[src/hw/rtl/planar_velocity_integrator_assert.svh]
// ----------------------------------------------------------------------------
// Planar velocity integrator assertion macros
// Concurrent checks on clk, disabled while rst_n is low.
// ----------------------------------------------------------------------------
`ifndef PLANAR_VELOCITY_INTEGRATOR_ASSERT_SVH
`define PLANAR_VELOCITY_INTEGRATOR_ASSERT_SVH
`ifndef ASSERT_OFF
`define PVI_ASSERT(lbl, prop, msg) \
    lbl: assert property (@(posedge clk) disable iff (!rst_n) prop) else $error(msg);
`define PVI_ASSERT_NEVER(lbl, expr, msg) \
    lbl: assert property (@(posedge clk) disable iff (!rst_n) !(expr)) else $error(msg);
`else
`define PVI_ASSERT(lbl, prop, msg)
`define PVI_ASSERT_NEVER(lbl, expr, msg)
`endif
`endif

[src/hw/rtl/pvi_pkg.sv]
`timescale 1ns / 1ps
// ----------------------------------------------------------------------------
// pvi_pkg
// Shared constants, datapath commands and status for the velocity integrator.
// ----------------------------------------------------------------------------
package pvi_pkg;

    localparam int FRAC_BITS = 16;
    localparam int DT_W      = 16;
    localparam int VAL_W     = 32;
    localparam int FACT_W    = DT_W + 1;
    localparam int PROD_W    = 2 * VAL_W;
    localparam int CFG_IDX_W = 2;

    localparam logic [VAL_W-1:0] ACCEL_RST    = VAL_W'(1) << FRAC_BITS;
    localparam logic [VAL_W-1:0] FRICTION_RST = VAL_W'(1) << FRAC_BITS;
    localparam logic [VAL_W-1:0] LIMIT_RST    = VAL_W'(100) << FRAC_BITS;

    typedef enum logic [CFG_IDX_W-1:0] {
        REG_ACCEL       = 2'd0,
        REG_FRICTION    = 2'd1,
        REG_SPEED_LIMIT = 2'd2
    } cfg_reg_t;

    typedef enum logic [4:0] {
        OP_NOP,
        OP_LOAD,
        OP_ACC_MUL,
        OP_ACC_ADD,
        OP_FRIC_MUL,
        OP_FRIC_FACT,
        OP_DAMP_X,
        OP_DAMP_Y,
        OP_DAMP_END,
        OP_SQ_X,
        OP_SQ_Y,
        OP_LIM,
        OP_ROOT_START,
        OP_ROOT_TAKE,
        OP_DIVX_MUL,
        OP_DIV_START,
        OP_DIVX_TAKE,
        OP_DIVY_MUL,
        OP_DIVY_TAKE,
        OP_POS_X,
        OP_POS_Y,
        OP_COMMIT
    } op_t;

    typedef struct packed {
        logic over_limit;
        logic fric_en;
        logic iter_busy;
        logic out_busy;
    } dp_status_t;

    typedef enum logic {
        ITER_SQRT = 1'b0,
        ITER_DIV  = 1'b1
    } iter_mode_t;

    typedef struct packed {
        logic       start;
        iter_mode_t mode;
    } iter_cmd_t;

endpackage

[src/hw/rtl/planar_velocity_integrator.sv]
`timescale 1ns / 1ps
// ----------------------------------------------------------------------------
// planar_velocity_integrator
// Euler velocity/position integrator with friction and speed clamp, Q16.16.
// ----------------------------------------------------------------------------
// Channel   Dir  Payload
// s_*       in   press_up/down/left/right, step_time
// m_*       out  pos_x, pos_y, vel_x, vel_y
// cfg_*     in   register index, 32-bit write data
//
// One step at a time; the speed clamp adds a square root and two divides, all
// run in the shared iterative unit.
// Result is held in the output register; a new step is taken meanwhile, but
// its commit waits until m_tready drains the previous result.
// Reset clears motion state and loads register defaults; cfg writes always ready.
// ----------------------------------------------------------------------------
module planar_velocity_integrator
    import pvi_pkg::*;
(
    input  logic                 clk,
    input  logic                 rst_n,
    input  logic                 s_tvalid,
    output logic                 s_tready,
    input  logic [23:0]          s_tdata,   // press_up, press_down, press_left, press_right, step_time[15:0], pad
    output logic                 m_tvalid,
    input  logic                 m_tready,
    output logic [127:0]         m_tdata,   // pos_x, pos_y, vel_x, vel_y
    input  logic                 cfg_valid,
    output logic                 cfg_ready,
    input  logic [CFG_IDX_W-1:0] cfg_index,
    input  logic [VAL_W-1:0]     cfg_data
);

    op_t              op;
    dp_status_t       sts;
    logic [VAL_W-1:0] pos_x;
    logic [VAL_W-1:0] pos_y;
    logic [VAL_W-1:0] vel_x;
    logic [VAL_W-1:0] vel_y;

    assign cfg_ready = 1'b1;

    pvi_ctrl u_ctrl (
        .clk      (clk),
        .rst_n    (rst_n),
        .in_valid (s_tvalid),
        .in_ready (s_tready),
        .sts      (sts),
        .op       (op)
    );

    pvi_dpath u_dpath (
        .clk       (clk),
        .rst_n     (rst_n),
        .op        (op),
        .in_press  (s_tdata[3:0]),
        .in_dt     (s_tdata[4 +: DT_W]),
        .cfg_we    (cfg_valid),
        .cfg_index (cfg_index),
        .cfg_data  (cfg_data),
        .out_ready (m_tready),
        .out_valid (m_tvalid),
        .pos_x     (pos_x),
        .pos_y     (pos_y),
        .vel_x     (vel_x),
        .vel_y     (vel_y),
        .sts       (sts)
    );

    assign m_tdata = {vel_y, vel_x, pos_y, pos_x};

endmodule

[src/hw/rtl/pvi_iter.sv]
`timescale 1ns / 1ps
// ----------------------------------------------------------------------------
// pvi_iter
// Shared radix-2 unit: 64-bit integer square root or 64/32 divide, one
// result bit per cycle.
// ----------------------------------------------------------------------------
module pvi_iter
    import pvi_pkg::*;
(
    input  logic              clk,
    input  logic              rst_n,
    input  iter_cmd_t         cmd,
    input  logic [PROD_W-1:0] operand,
    input  logic [VAL_W-1:0]  divisor,
    output logic              busy,
    output logic [VAL_W-1:0]  result
);

    logic              busy_reg;
    iter_mode_t        mode_reg;
    logic [4:0]        cnt_reg;
    logic [VAL_W+1:0]  acc_reg;
    logic [PROD_W-1:0] work_reg;
    logic [VAL_W-1:0]  res_reg;

    logic [VAL_W+1:0]  part;
    logic [VAL_W+1:0]  trial;
    logic              ge;
    logic [VAL_W+1:0]  acc_next;
    logic [PROD_W-1:0] work_next;

    always_comb
    begin
        if (mode_reg == ITER_SQRT)
        begin
            part      = {acc_reg[VAL_W-1:0], work_reg[PROD_W-1 -: 2]};
            trial     = {res_reg, 2'b01};
            work_next = {work_reg[PROD_W-3:0], 2'b00};
        end
        else
        begin
            part      = {1'b0, acc_reg[VAL_W-1:0], work_reg[PROD_W-1]};
            trial     = {2'b00, divisor};
            work_next = {work_reg[PROD_W-2:0], 1'b0};
        end
        ge       = (part >= trial);
        acc_next = ge ? (part - trial) : part;
    end

    always_ff @(posedge clk or negedge rst_n)
    begin
        if (!rst_n)
        begin
            busy_reg <= 1'b0;
            mode_reg <= ITER_SQRT;
            cnt_reg  <= '0;
        end
        else if (cmd.start)
        begin
            busy_reg <= 1'b1;
            mode_reg <= cmd.mode;
            cnt_reg  <= 5'd31;
        end
        else if (busy_reg)
        begin
            cnt_reg <= cnt_reg - 5'd1;
            if (cnt_reg == 5'd0)
            begin
                busy_reg <= 1'b0;
            end
        end
    end

    always_ff @(posedge clk)
    begin
        if (cmd.start)
        begin
            res_reg <= '0;
            if (cmd.mode == ITER_SQRT)
            begin
                acc_reg  <= '0;
                work_reg <= operand;
            end
            else
            begin
                acc_reg  <= {2'b00, operand[PROD_W-1:VAL_W]};
                work_reg <= {operand[VAL_W-1:0], {VAL_W{1'b0}}};
            end
        end
        else if (busy_reg)
        begin
            acc_reg  <= acc_next;
            work_reg <= work_next;
            res_reg  <= {res_reg[VAL_W-2:0], ge};
        end
    end

    assign busy   = busy_reg;
    assign result = res_reg;

endmodule

[src/hw/rtl/pvi_dpath.sv]
`timescale 1ns / 1ps
// ----------------------------------------------------------------------------
// pvi_dpath
// Datapath: config registers, motion state, one shared 32x32 multiplier,
// saturating adders and the root/divide unit, all driven by op.
// ----------------------------------------------------------------------------
module pvi_dpath
    import pvi_pkg::*;
(
    input  logic                 clk,
    input  logic                 rst_n,
    input  op_t                  op,
    input  logic [3:0]           in_press,
    input  logic [DT_W-1:0]      in_dt,
    input  logic                 cfg_we,
    input  logic [CFG_IDX_W-1:0] cfg_index,
    input  logic [VAL_W-1:0]     cfg_data,
    input  logic                 out_ready,
    output logic                 out_valid,
    output logic [VAL_W-1:0]     pos_x,
    output logic [VAL_W-1:0]     pos_y,
    output logic [VAL_W-1:0]     vel_x,
    output logic [VAL_W-1:0]     vel_y,
    output dp_status_t           sts
);

    localparam logic [PROD_W-1:0] ONE_FACT = PROD_W'(1) << (FRAC_BITS + DT_W);

    logic [VAL_W-1:0]  accel_reg;
    logic [VAL_W-1:0]  fric_reg;
    logic [VAL_W-1:0]  limit_reg;
    logic [3:0]        press_reg;
    logic [DT_W-1:0]   dt_reg;
    logic [VAL_W-1:0]  vx_reg;
    logic [VAL_W-1:0]  vy_reg;
    logic [PROD_W-1:0] prod_reg;
    logic [PROD_W-1:0] sum_reg;
    logic [FACT_W-1:0] factor_reg;
    logic [VAL_W-1:0]  sp_reg;
    logic [VAL_W-1:0]  pnx_reg;
    logic [VAL_W-1:0]  pos_x_reg;
    logic [VAL_W-1:0]  pos_y_reg;
    logic [VAL_W-1:0]  vel_x_reg;
    logic [VAL_W-1:0]  vel_y_reg;
    logic              out_valid_reg;

    logic [VAL_W-1:0]  mag_x;
    logic [VAL_W-1:0]  mag_y;
    logic [VAL_W-1:0]  mul_a;
    logic [VAL_W-1:0]  mul_b;
    logic [PROD_W-1:0] mul_p;
    logic              mul_en;
    logic [VAL_W-1:0]  step;
    logic [PROD_W-1:0] fact_diff;
    logic              x_move;
    logic              y_move;
    iter_cmd_t         iter_cmd;
    logic              iter_busy;
    logic [VAL_W-1:0]  iter_res;

    function automatic logic [VAL_W-1:0] add_sat(
        input logic [VAL_W-1:0] base,
        input logic [VAL_W-1:0] mag,
        input logic             neg
    );
        logic signed [VAL_W+1:0] b;
        logic signed [VAL_W+1:0] m;
        logic signed [VAL_W+1:0] s;
        b = {{2{base[VAL_W-1]}}, base};
        m = {2'b00, mag};
        s = neg ? (b - m) : (b + m);
        if (s > $signed({3'b000, {(VAL_W-1){1'b1}}}))
        begin
            return {1'b0, {(VAL_W-1){1'b1}}};
        end
        else if (s < $signed({3'b111, {(VAL_W-1){1'b0}}}))
        begin
            return {1'b1, {(VAL_W-1){1'b0}}};
        end
        return s[VAL_W-1:0];
    endfunction

    assign mag_x  = vx_reg[VAL_W-1] ? (~vx_reg + VAL_W'(1)) : vx_reg;
    assign mag_y  = vy_reg[VAL_W-1] ? (~vy_reg + VAL_W'(1)) : vy_reg;
    assign step   = prod_reg[DT_W +: VAL_W];
    assign x_move = press_reg[3] ^ press_reg[2];
    assign y_move = press_reg[1] ^ press_reg[0];
    assign fact_diff = ONE_FACT - prod_reg;

    always_comb
    begin
        mul_a  = '0;
        mul_b  = '0;
        mul_en = 1'b1;
        case (op)
            OP_ACC_MUL:
            begin
                mul_a = accel_reg;
                mul_b = VAL_W'(dt_reg);
            end
            OP_FRIC_MUL:
            begin
                mul_a = fric_reg;
                mul_b = VAL_W'(dt_reg);
            end
            OP_DAMP_X:
            begin
                mul_a = mag_x;
                mul_b = VAL_W'(factor_reg);
            end
            OP_DAMP_Y:
            begin
                mul_a = mag_y;
                mul_b = VAL_W'(factor_reg);
            end
            OP_SQ_X:
            begin
                mul_a = mag_x;
                mul_b = mag_x;
            end
            OP_SQ_Y:
            begin
                mul_a = mag_y;
                mul_b = mag_y;
            end
            OP_LIM:
            begin
                mul_a = limit_reg;
                mul_b = limit_reg;
            end
            OP_DIVX_MUL:
            begin
                mul_a = mag_x;
                mul_b = limit_reg;
            end
            OP_DIVY_MUL:
            begin
                mul_a = mag_y;
                mul_b = limit_reg;
            end
            OP_POS_X:
            begin
                mul_a = mag_x;
                mul_b = VAL_W'(dt_reg);
            end
            OP_POS_Y:
            begin
                mul_a = mag_y;
                mul_b = VAL_W'(dt_reg);
            end
            default:
            begin
                mul_en = 1'b0;
            end
        endcase
        mul_p = mul_a * mul_b;
    end

    assign iter_cmd.start = (op == OP_ROOT_START) || (op == OP_DIV_START);
    assign iter_cmd.mode  = (op == OP_DIV_START) ? ITER_DIV : ITER_SQRT;

    pvi_iter u_iter (
        .clk     (clk),
        .rst_n   (rst_n),
        .cmd     (iter_cmd),
        .operand ((op == OP_DIV_START) ? prod_reg : sum_reg),
        .divisor (sp_reg),
        .busy    (iter_busy),
        .result  (iter_res)
    );

    always_ff @(posedge clk or negedge rst_n)
    begin
        if (!rst_n)
        begin
            accel_reg     <= ACCEL_RST;
            fric_reg      <= FRICTION_RST;
            limit_reg     <= LIMIT_RST;
            pos_x_reg     <= '0;
            pos_y_reg     <= '0;
            vel_x_reg     <= '0;
            vel_y_reg     <= '0;
            out_valid_reg <= 1'b0;
        end
        else
        begin
            if (cfg_we)
            begin
                if (cfg_index == REG_ACCEL)
                begin
                    accel_reg <= cfg_data;
                end
                if (cfg_index == REG_FRICTION)
                begin
                    fric_reg <= cfg_data;
                end
                if (cfg_index == REG_SPEED_LIMIT)
                begin
                    limit_reg <= cfg_data;
                end
            end
            if (out_valid_reg && out_ready)
            begin
                out_valid_reg <= 1'b0;
            end
            if (op == OP_COMMIT)
            begin
                pos_x_reg     <= pnx_reg;
                pos_y_reg     <= add_sat(pos_y_reg, step, vy_reg[VAL_W-1]);
                vel_x_reg     <= vx_reg;
                vel_y_reg     <= vy_reg;
                out_valid_reg <= 1'b1;
            end
        end
    end

    always_ff @(posedge clk)
    begin
        if (mul_en)
        begin
            prod_reg <= mul_p;
        end
        case (op)
            OP_LOAD:
            begin
                press_reg <= in_press;
                dt_reg    <= in_dt;
            end
            OP_ACC_ADD:
            begin
                vx_reg <= add_sat(vel_x_reg, x_move ? step : '0, press_reg[2]);
                vy_reg <= add_sat(vel_y_reg, y_move ? step : '0, press_reg[0]);
            end
            OP_FRIC_FACT:
            begin
                factor_reg <= (prod_reg < ONE_FACT) ? FACT_W'(fact_diff >> FRAC_BITS) : '0;
            end
            OP_DAMP_Y:
            begin
                vx_reg <= add_sat('0, step, vx_reg[VAL_W-1]);
            end
            OP_DAMP_END:
            begin
                vy_reg <= add_sat('0, step, vy_reg[VAL_W-1]);
            end
            OP_SQ_Y:
            begin
                sum_reg <= prod_reg;
            end
            OP_LIM:
            begin
                sum_reg <= sum_reg + prod_reg;
            end
            OP_ROOT_TAKE:
            begin
                sp_reg <= (iter_res == '0) ? VAL_W'(1) : iter_res;
            end
            OP_DIVX_TAKE:
            begin
                vx_reg <= add_sat('0, iter_res, vx_reg[VAL_W-1]);
            end
            OP_DIVY_TAKE:
            begin
                vy_reg <= add_sat('0, iter_res, vy_reg[VAL_W-1]);
            end
            OP_POS_Y:
            begin
                pnx_reg <= add_sat(pos_x_reg, step, vx_reg[VAL_W-1]);
            end
            default:
            begin
            end
        endcase
    end

    assign sts.over_limit = (sum_reg > prod_reg);
    assign sts.fric_en    = (accel_reg == '0) || (!x_move && !y_move);
    assign sts.iter_busy  = iter_busy;
    assign sts.out_busy   = out_valid_reg && !out_ready;

    assign out_valid = out_valid_reg;
    assign pos_x     = pos_x_reg;
    assign pos_y     = pos_y_reg;
    assign vel_x     = vel_x_reg;
    assign vel_y     = vel_y_reg;

endmodule

[src/hw/rtl/pvi_ctrl.sv]
`timescale 1ns / 1ps
`include "planar_velocity_integrator_assert.svh"
// ----------------------------------------------------------------------------
// pvi_ctrl
// Step sequencer: one step through datapath, one op a cycle; waits on busy.
// ----------------------------------------------------------------------------
module pvi_ctrl
    import pvi_pkg::*;
(
    input  logic       clk,
    input  logic       rst_n,
    input  logic       in_valid,
    output logic       in_ready,
    input  dp_status_t sts,
    output op_t        op
);

    typedef enum logic [4:0] {
        S_IDLE,
        S_ACC_MUL,
        S_ACC_ADD,
        S_FRIC_MUL,
        S_FRIC_FACT,
        S_DAMP_X,
        S_DAMP_Y,
        S_DAMP_END,
        S_SQ_X,
        S_SQ_Y,
        S_LIM,
        S_CMP,
        S_ROOT_GO,
        S_ROOT_WAIT,
        S_DIVX_MUL,
        S_DIVX_GO,
        S_DIVX_WAIT,
        S_DIVY_MUL,
        S_DIVY_GO,
        S_DIVY_WAIT,
        S_POS_X,
        S_POS_Y,
        S_COMMIT
    } state_t;

    state_t state_reg;

    always_ff @(posedge clk or negedge rst_n)
    begin
        if (!rst_n)
        begin
            state_reg <= S_IDLE;
        end
        else
        begin
            case (state_reg)
                S_IDLE:      if (in_valid) state_reg <= S_ACC_MUL;
                S_ACC_MUL:   state_reg <= S_ACC_ADD;
                S_ACC_ADD:   state_reg <= sts.fric_en ? S_FRIC_MUL : S_SQ_X;
                S_FRIC_MUL:  state_reg <= S_FRIC_FACT;
                S_FRIC_FACT: state_reg <= S_DAMP_X;
                S_DAMP_X:    state_reg <= S_DAMP_Y;
                S_DAMP_Y:    state_reg <= S_DAMP_END;
                S_DAMP_END:  state_reg <= S_SQ_X;
                S_SQ_X:      state_reg <= S_SQ_Y;
                S_SQ_Y:      state_reg <= S_LIM;
                S_LIM:       state_reg <= S_CMP;
                S_CMP:       state_reg <= sts.over_limit ? S_ROOT_GO : S_POS_X;
                S_ROOT_GO:   state_reg <= S_ROOT_WAIT;
                S_ROOT_WAIT: if (!sts.iter_busy) state_reg <= S_DIVX_MUL;
                S_DIVX_MUL:  state_reg <= S_DIVX_GO;
                S_DIVX_GO:   state_reg <= S_DIVX_WAIT;
                S_DIVX_WAIT: if (!sts.iter_busy) state_reg <= S_DIVY_MUL;
                S_DIVY_MUL:  state_reg <= S_DIVY_GO;
                S_DIVY_GO:   state_reg <= S_DIVY_WAIT;
                S_DIVY_WAIT: if (!sts.iter_busy) state_reg <= S_POS_X;
                S_POS_X:     state_reg <= S_POS_Y;
                S_POS_Y:     state_reg <= S_COMMIT;
                S_COMMIT:    if (!sts.out_busy) state_reg <= S_IDLE;
                default:     state_reg <= S_IDLE;
            endcase
        end
    end

    always_comb
    begin
        case (state_reg)
            S_IDLE:      op = in_valid ? OP_LOAD : OP_NOP;
            S_ACC_MUL:   op = OP_ACC_MUL;
            S_ACC_ADD:   op = OP_ACC_ADD;
            S_FRIC_MUL:  op = OP_FRIC_MUL;
            S_FRIC_FACT: op = OP_FRIC_FACT;
            S_DAMP_X:    op = OP_DAMP_X;
            S_DAMP_Y:    op = OP_DAMP_Y;
            S_DAMP_END:  op = OP_DAMP_END;
            S_SQ_X:      op = OP_SQ_X;
            S_SQ_Y:      op = OP_SQ_Y;
            S_LIM:       op = OP_LIM;
            S_ROOT_GO:   op = OP_ROOT_START;
            S_ROOT_WAIT: op = sts.iter_busy ? OP_NOP : OP_ROOT_TAKE;
            S_DIVX_MUL:  op = OP_DIVX_MUL;
            S_DIVX_GO:   op = OP_DIV_START;
            S_DIVX_WAIT: op = sts.iter_busy ? OP_NOP : OP_DIVX_TAKE;
            S_DIVY_MUL:  op = OP_DIVY_MUL;
            S_DIVY_GO:   op = OP_DIV_START;
            S_DIVY_WAIT: op = sts.iter_busy ? OP_NOP : OP_DIVY_TAKE;
            S_POS_X:     op = OP_POS_X;
            S_POS_Y:     op = OP_POS_Y;
            S_COMMIT:    op = sts.out_busy ? OP_NOP : OP_COMMIT;
            default:     op = OP_NOP;
        endcase
    end

    assign in_ready = (state_reg == S_IDLE);

    `PVI_ASSERT(a_commit_free, (op == OP_COMMIT) |-> !sts.out_busy, "commit over held result")
    `PVI_ASSERT_NEVER(a_idle_iter, (state_reg == S_IDLE) && sts.iter_busy, "iter busy in idle")
    `PVI_ASSERT(a_take_done, (op == OP_ROOT_TAKE || op == OP_DIVX_TAKE || op == OP_DIVY_TAKE) |-> !sts.iter_busy, "iter result taken early")
    `PVI_ASSERT(a_start_busy, (op == OP_ROOT_START || op == OP_DIV_START) |=> sts.iter_busy, "iter did not start")

endmodule
[config.mk]
export PLATFORM = sky130hd
export DESIGN_NAME = planar_velocity_integrator
export DESIGN_NICKNAME = d
export VERILOG_FILES = /design/src/hw/rtl/pvi_pkg.sv /design/src/hw/rtl/planar_velocity_integrator.sv /design/src/hw/rtl/pvi_iter.sv /design/src/hw/rtl/pvi_dpath.sv /design/src/hw/rtl/pvi_ctrl.sv
export VERILOG_INCLUDE_DIRS = /design/src /design/src/hw/rtl
export SDC_FILE = /design/constraint.sdc
export NUM_CORES = 2
export LEC_CHECK = 0
export BUFFER_PORTS_ARGS = -buffer_cell sky130_fd_sc_hd__buf_2
export CAP_MARGIN = 20
export CORE_MARGIN = 2
export CORE_UTILIZATION = 30
export DETAILED_ROUTE_END_ITERATION = 10
export PLACE_DENSITY = 0.41
export SLEW_MARGIN = 20
export SYNTH_ARGS = -nofsm -noshare
export SYNTH_HDL_FRONTEND = slang
export SYNTH_HIERARCHICAL = 1
export SYNTH_SLANG_ARGS = --single-unit
[constraint.sdc]
create_clock -name clk -period 13.7 [get_ports clk]
set_input_delay 0.685 -clock clk [delete_from_list [all_inputs] [get_ports clk]]
set_output_delay 0.685 -clock clk [all_outputs]
set_load 0.05 [all_outputs]
==> out/summary.txt <==
Fin. Hold Viols - 0
Die H - 532 um
initial antenna violation count - 27
register area share after synthesis - 0.218
buffers added on ports - 188
Max FO, Critical Path - 22
Setup crit end kind - flip-flop
CTS clk-pin slew, worst paths - 60 ps
cell area after synthesis - 83600 sq um
die width - 532 um
routability-driven placement congestion ratio - 0.983
GRT Total Usage - 0.259
Max H-tree Level - 3
startpoint types - flip-flop
Synth area leader - fa_1
Initial DRC Count - 7622
hold crit path type - in -> reg
drt pass-1 iters - 6
Post-synth top cells - nand2_1, inv_1, nor2_1, fa_1, ha_1
Crit Path Category - reg -> reg
clock sink count - 658
Synth Warn # - 6
arrival time of data at the critical path endpoint - 13210 ps
vias in the first global route - 71000
CTS resizes - 0
max-slew violations - 0
starting density of the core - 0.302
synthesized flop and latch total - 658
TritonCTS clock tree - done
fin worst setup slack - 967 ps
relative slew slack - 0.197
Synth area leaders - fa_1, edfxtp_1, ha_1
Top delay family on crit path - adder cells
ys async rst share - 0.360
fin util - 0.333
final setup TNS - 0 ps
routed vias - 72200
final setup fails - 0
area of the multi-input gates - 59100 sq um
fin nets - 11200
fin crit period - 12730 ps
clk_lat worst skew - 760 ps
post-detail-place hpwl - 297000 um
ANT nets after route - 0
first-pass GRT wire length - 536000 um
largest net degree at the start of global routing - 124
Site Rows - 193
num ports - 194
WL final - 373000 um
CP max-delay cell - or3_1
synthesis-to-finish area growth - 10.3%
final worst-path cycle share - 0.929
CTS buffer count - 84
RSZ-0062 raised after global routing - no
Congestion Overflow GR - 0
maximum clock rate - 0.0785 GHz
Post-CTS Hold Buffers - 1
Post-synth top flop - edfxtp_1
worst slew pin tran - 1190 ps
required time worst endpoint - 14170 ps
Most Frequent Cell on Critical Path - fa_1
Vias/cell - 5.37
Synth cell types - 109
count of filler cells inserted in the layout - 29100
Worst Path Buf+Inv - 5
Max Cap Viol - 0
syn_nets - 11200
Core Box Area - 277000 sq um
full die area - 283000 sq um
Avg WL per Cell - 27.7 um
post-synth top area share - 0.216
most frequent cell after synthesis - nand2_1
post-CTS setup repair buffer count - 0
CTS root buf - clkbuf_16
status - completed
skew final - 58.6 ps
pre-CTS WS - 1050 ps
clk buf depth - 3
syn avg cell area - 8.64 sq um
Synth Instances - 9683
share of layout cells above drive strength 1 - 0.0998
CP max stage delay - 740 ps
Storage cell area - 18300 sq um
number of flops mapped to enable cells by yosys - 389
drt drc - 0
-- path summary, 6_finish.rpt --
kind                                                 start                                end  slack, ps  cells after the start
setup / recovery           u_ctrl/state_reg[0]$_DFFE_PN0P_     u_dpath/prod_reg[61]$_DFFE_PP_        970                     36
hold / removal                                  s_tdata[9]        u_dpath/dt_reg[5]$_DFFE_PN_        130                      1
setup reg to reg           u_ctrl/state_reg[0]$_DFFE_PN0P_     u_dpath/prod_reg[61]$_DFFE_PP_        970                     36
hold reg to reg              u_dpath/pnx_reg[30]$_DFFE_PP_      u_dpath/pos_x[30]$_DFFE_PN0P_        420                      2
max in group asynchronous                            rst_n  u_dpath/limit_reg[24]$_DFFE_PN0P_      11120                      4
min in group asynchronous                            rst_n      u_dpath/pos_x[17]$_DFFE_PN0P_        560                      2
-- cell usage in the layout (no fill, tap or decap), types with 50 or more instances in the layout --
| master | n |
|---|---|
| a211oi_1 | 67 |
| a21o_1 | 126 |
| a21oi_1 | 483 |
| a22oi_1 | 59 |
| a31oi_1 | 52 |
| and2_1 | 50 |
| buf_2 | 187 |
| buf_4 | 261 |
| clkbuf_16 | 85 |
| dfrtp_1 | 230 |
| edfxtp_1 | 389 |
| fa_1 | 902 |
| ha_1 | 564 |
| inv_1 | 1183 |
| mux2_2 | 192 |
| mux2i_1 | 155 |
| nand2_1 | 1244 |
| nand2b_1 | 98 |
| nand3_1 | 81 |
| nand4_1 | 65 |
| nor2_1 | 1045 |
| nor2b_1 | 102 |
| nor3_1 | 90 |
| nor4_1 | 54 |
| o21ai_0 | 490 |
| o21bai_1 | 67 |
| o31ai_1 | 54 |
| or3_1 | 62 |
| xnor2_1 | 371 |
| xor2_1 | 146 |
-- kinds of logic after synthesis --
kind of cell | synth area share
compound gates | 0.140
xor+xnor | 0.0541
fa+ha+maj | 0.300
buf+inv | 0.0807
flops | 0.218
mux | 0.0446
other cells | 0.0000448
simple gates | 0.161
-- through the flow --
stage | instances | cell area [sq um] | hold slack (ps)
2_1_floorplan | 9683 | 83600 | 389
6_report | 13400 | 92200 | 133
3_3_place_gp | 13300 | 89400 | 418
4_1_cts | 13400 | 92200 | 82.7
5_1_grt | 13400 | 92200 | 104
3_5_place_dp | 13300 | 89400 | 421
-- cell type report --
type                            instances  area share
Clock buffer                          102      0.0242
Inverter                             1189      0.0484
Tap cell                             3705      0.0503
Clock inverter                         56     0.00601
Sequential cell                       658       0.198
Antenna cell                           13    0.000353
Timing Repair Buffer                  452      0.0320
Multi-Input combinational cell       7253       0.641
-- worst register-to-register path: cells and delay by family, from the launching register on --
family / cells / cell delay [ps]
adders and majority gates: 9 / 4540
and+or+nand+nor: 10 / 3390
AOI/OAI and AO/OA: 10 / 2920
DFF: 1 / 650
buffers and inverters: 5 / 610
muxes: 1 / 310
xor gates and xnor gates: 1 / 110
-- layer usage --
metal  global-route usage  vias to the layer above  part of all wire
met3               0.0507                      446             0.079
met5                    0                        -           0.00014
met4               0.0689                        8             0.031
li1                     -                    32100                 -
met1                0.387                    36800              0.47
met2                0.376                     2786              0.42
Power is left out: the tool's default activity adds up to more than one toggle a clock period on the data nets, which glitch-free logic cannot reach.
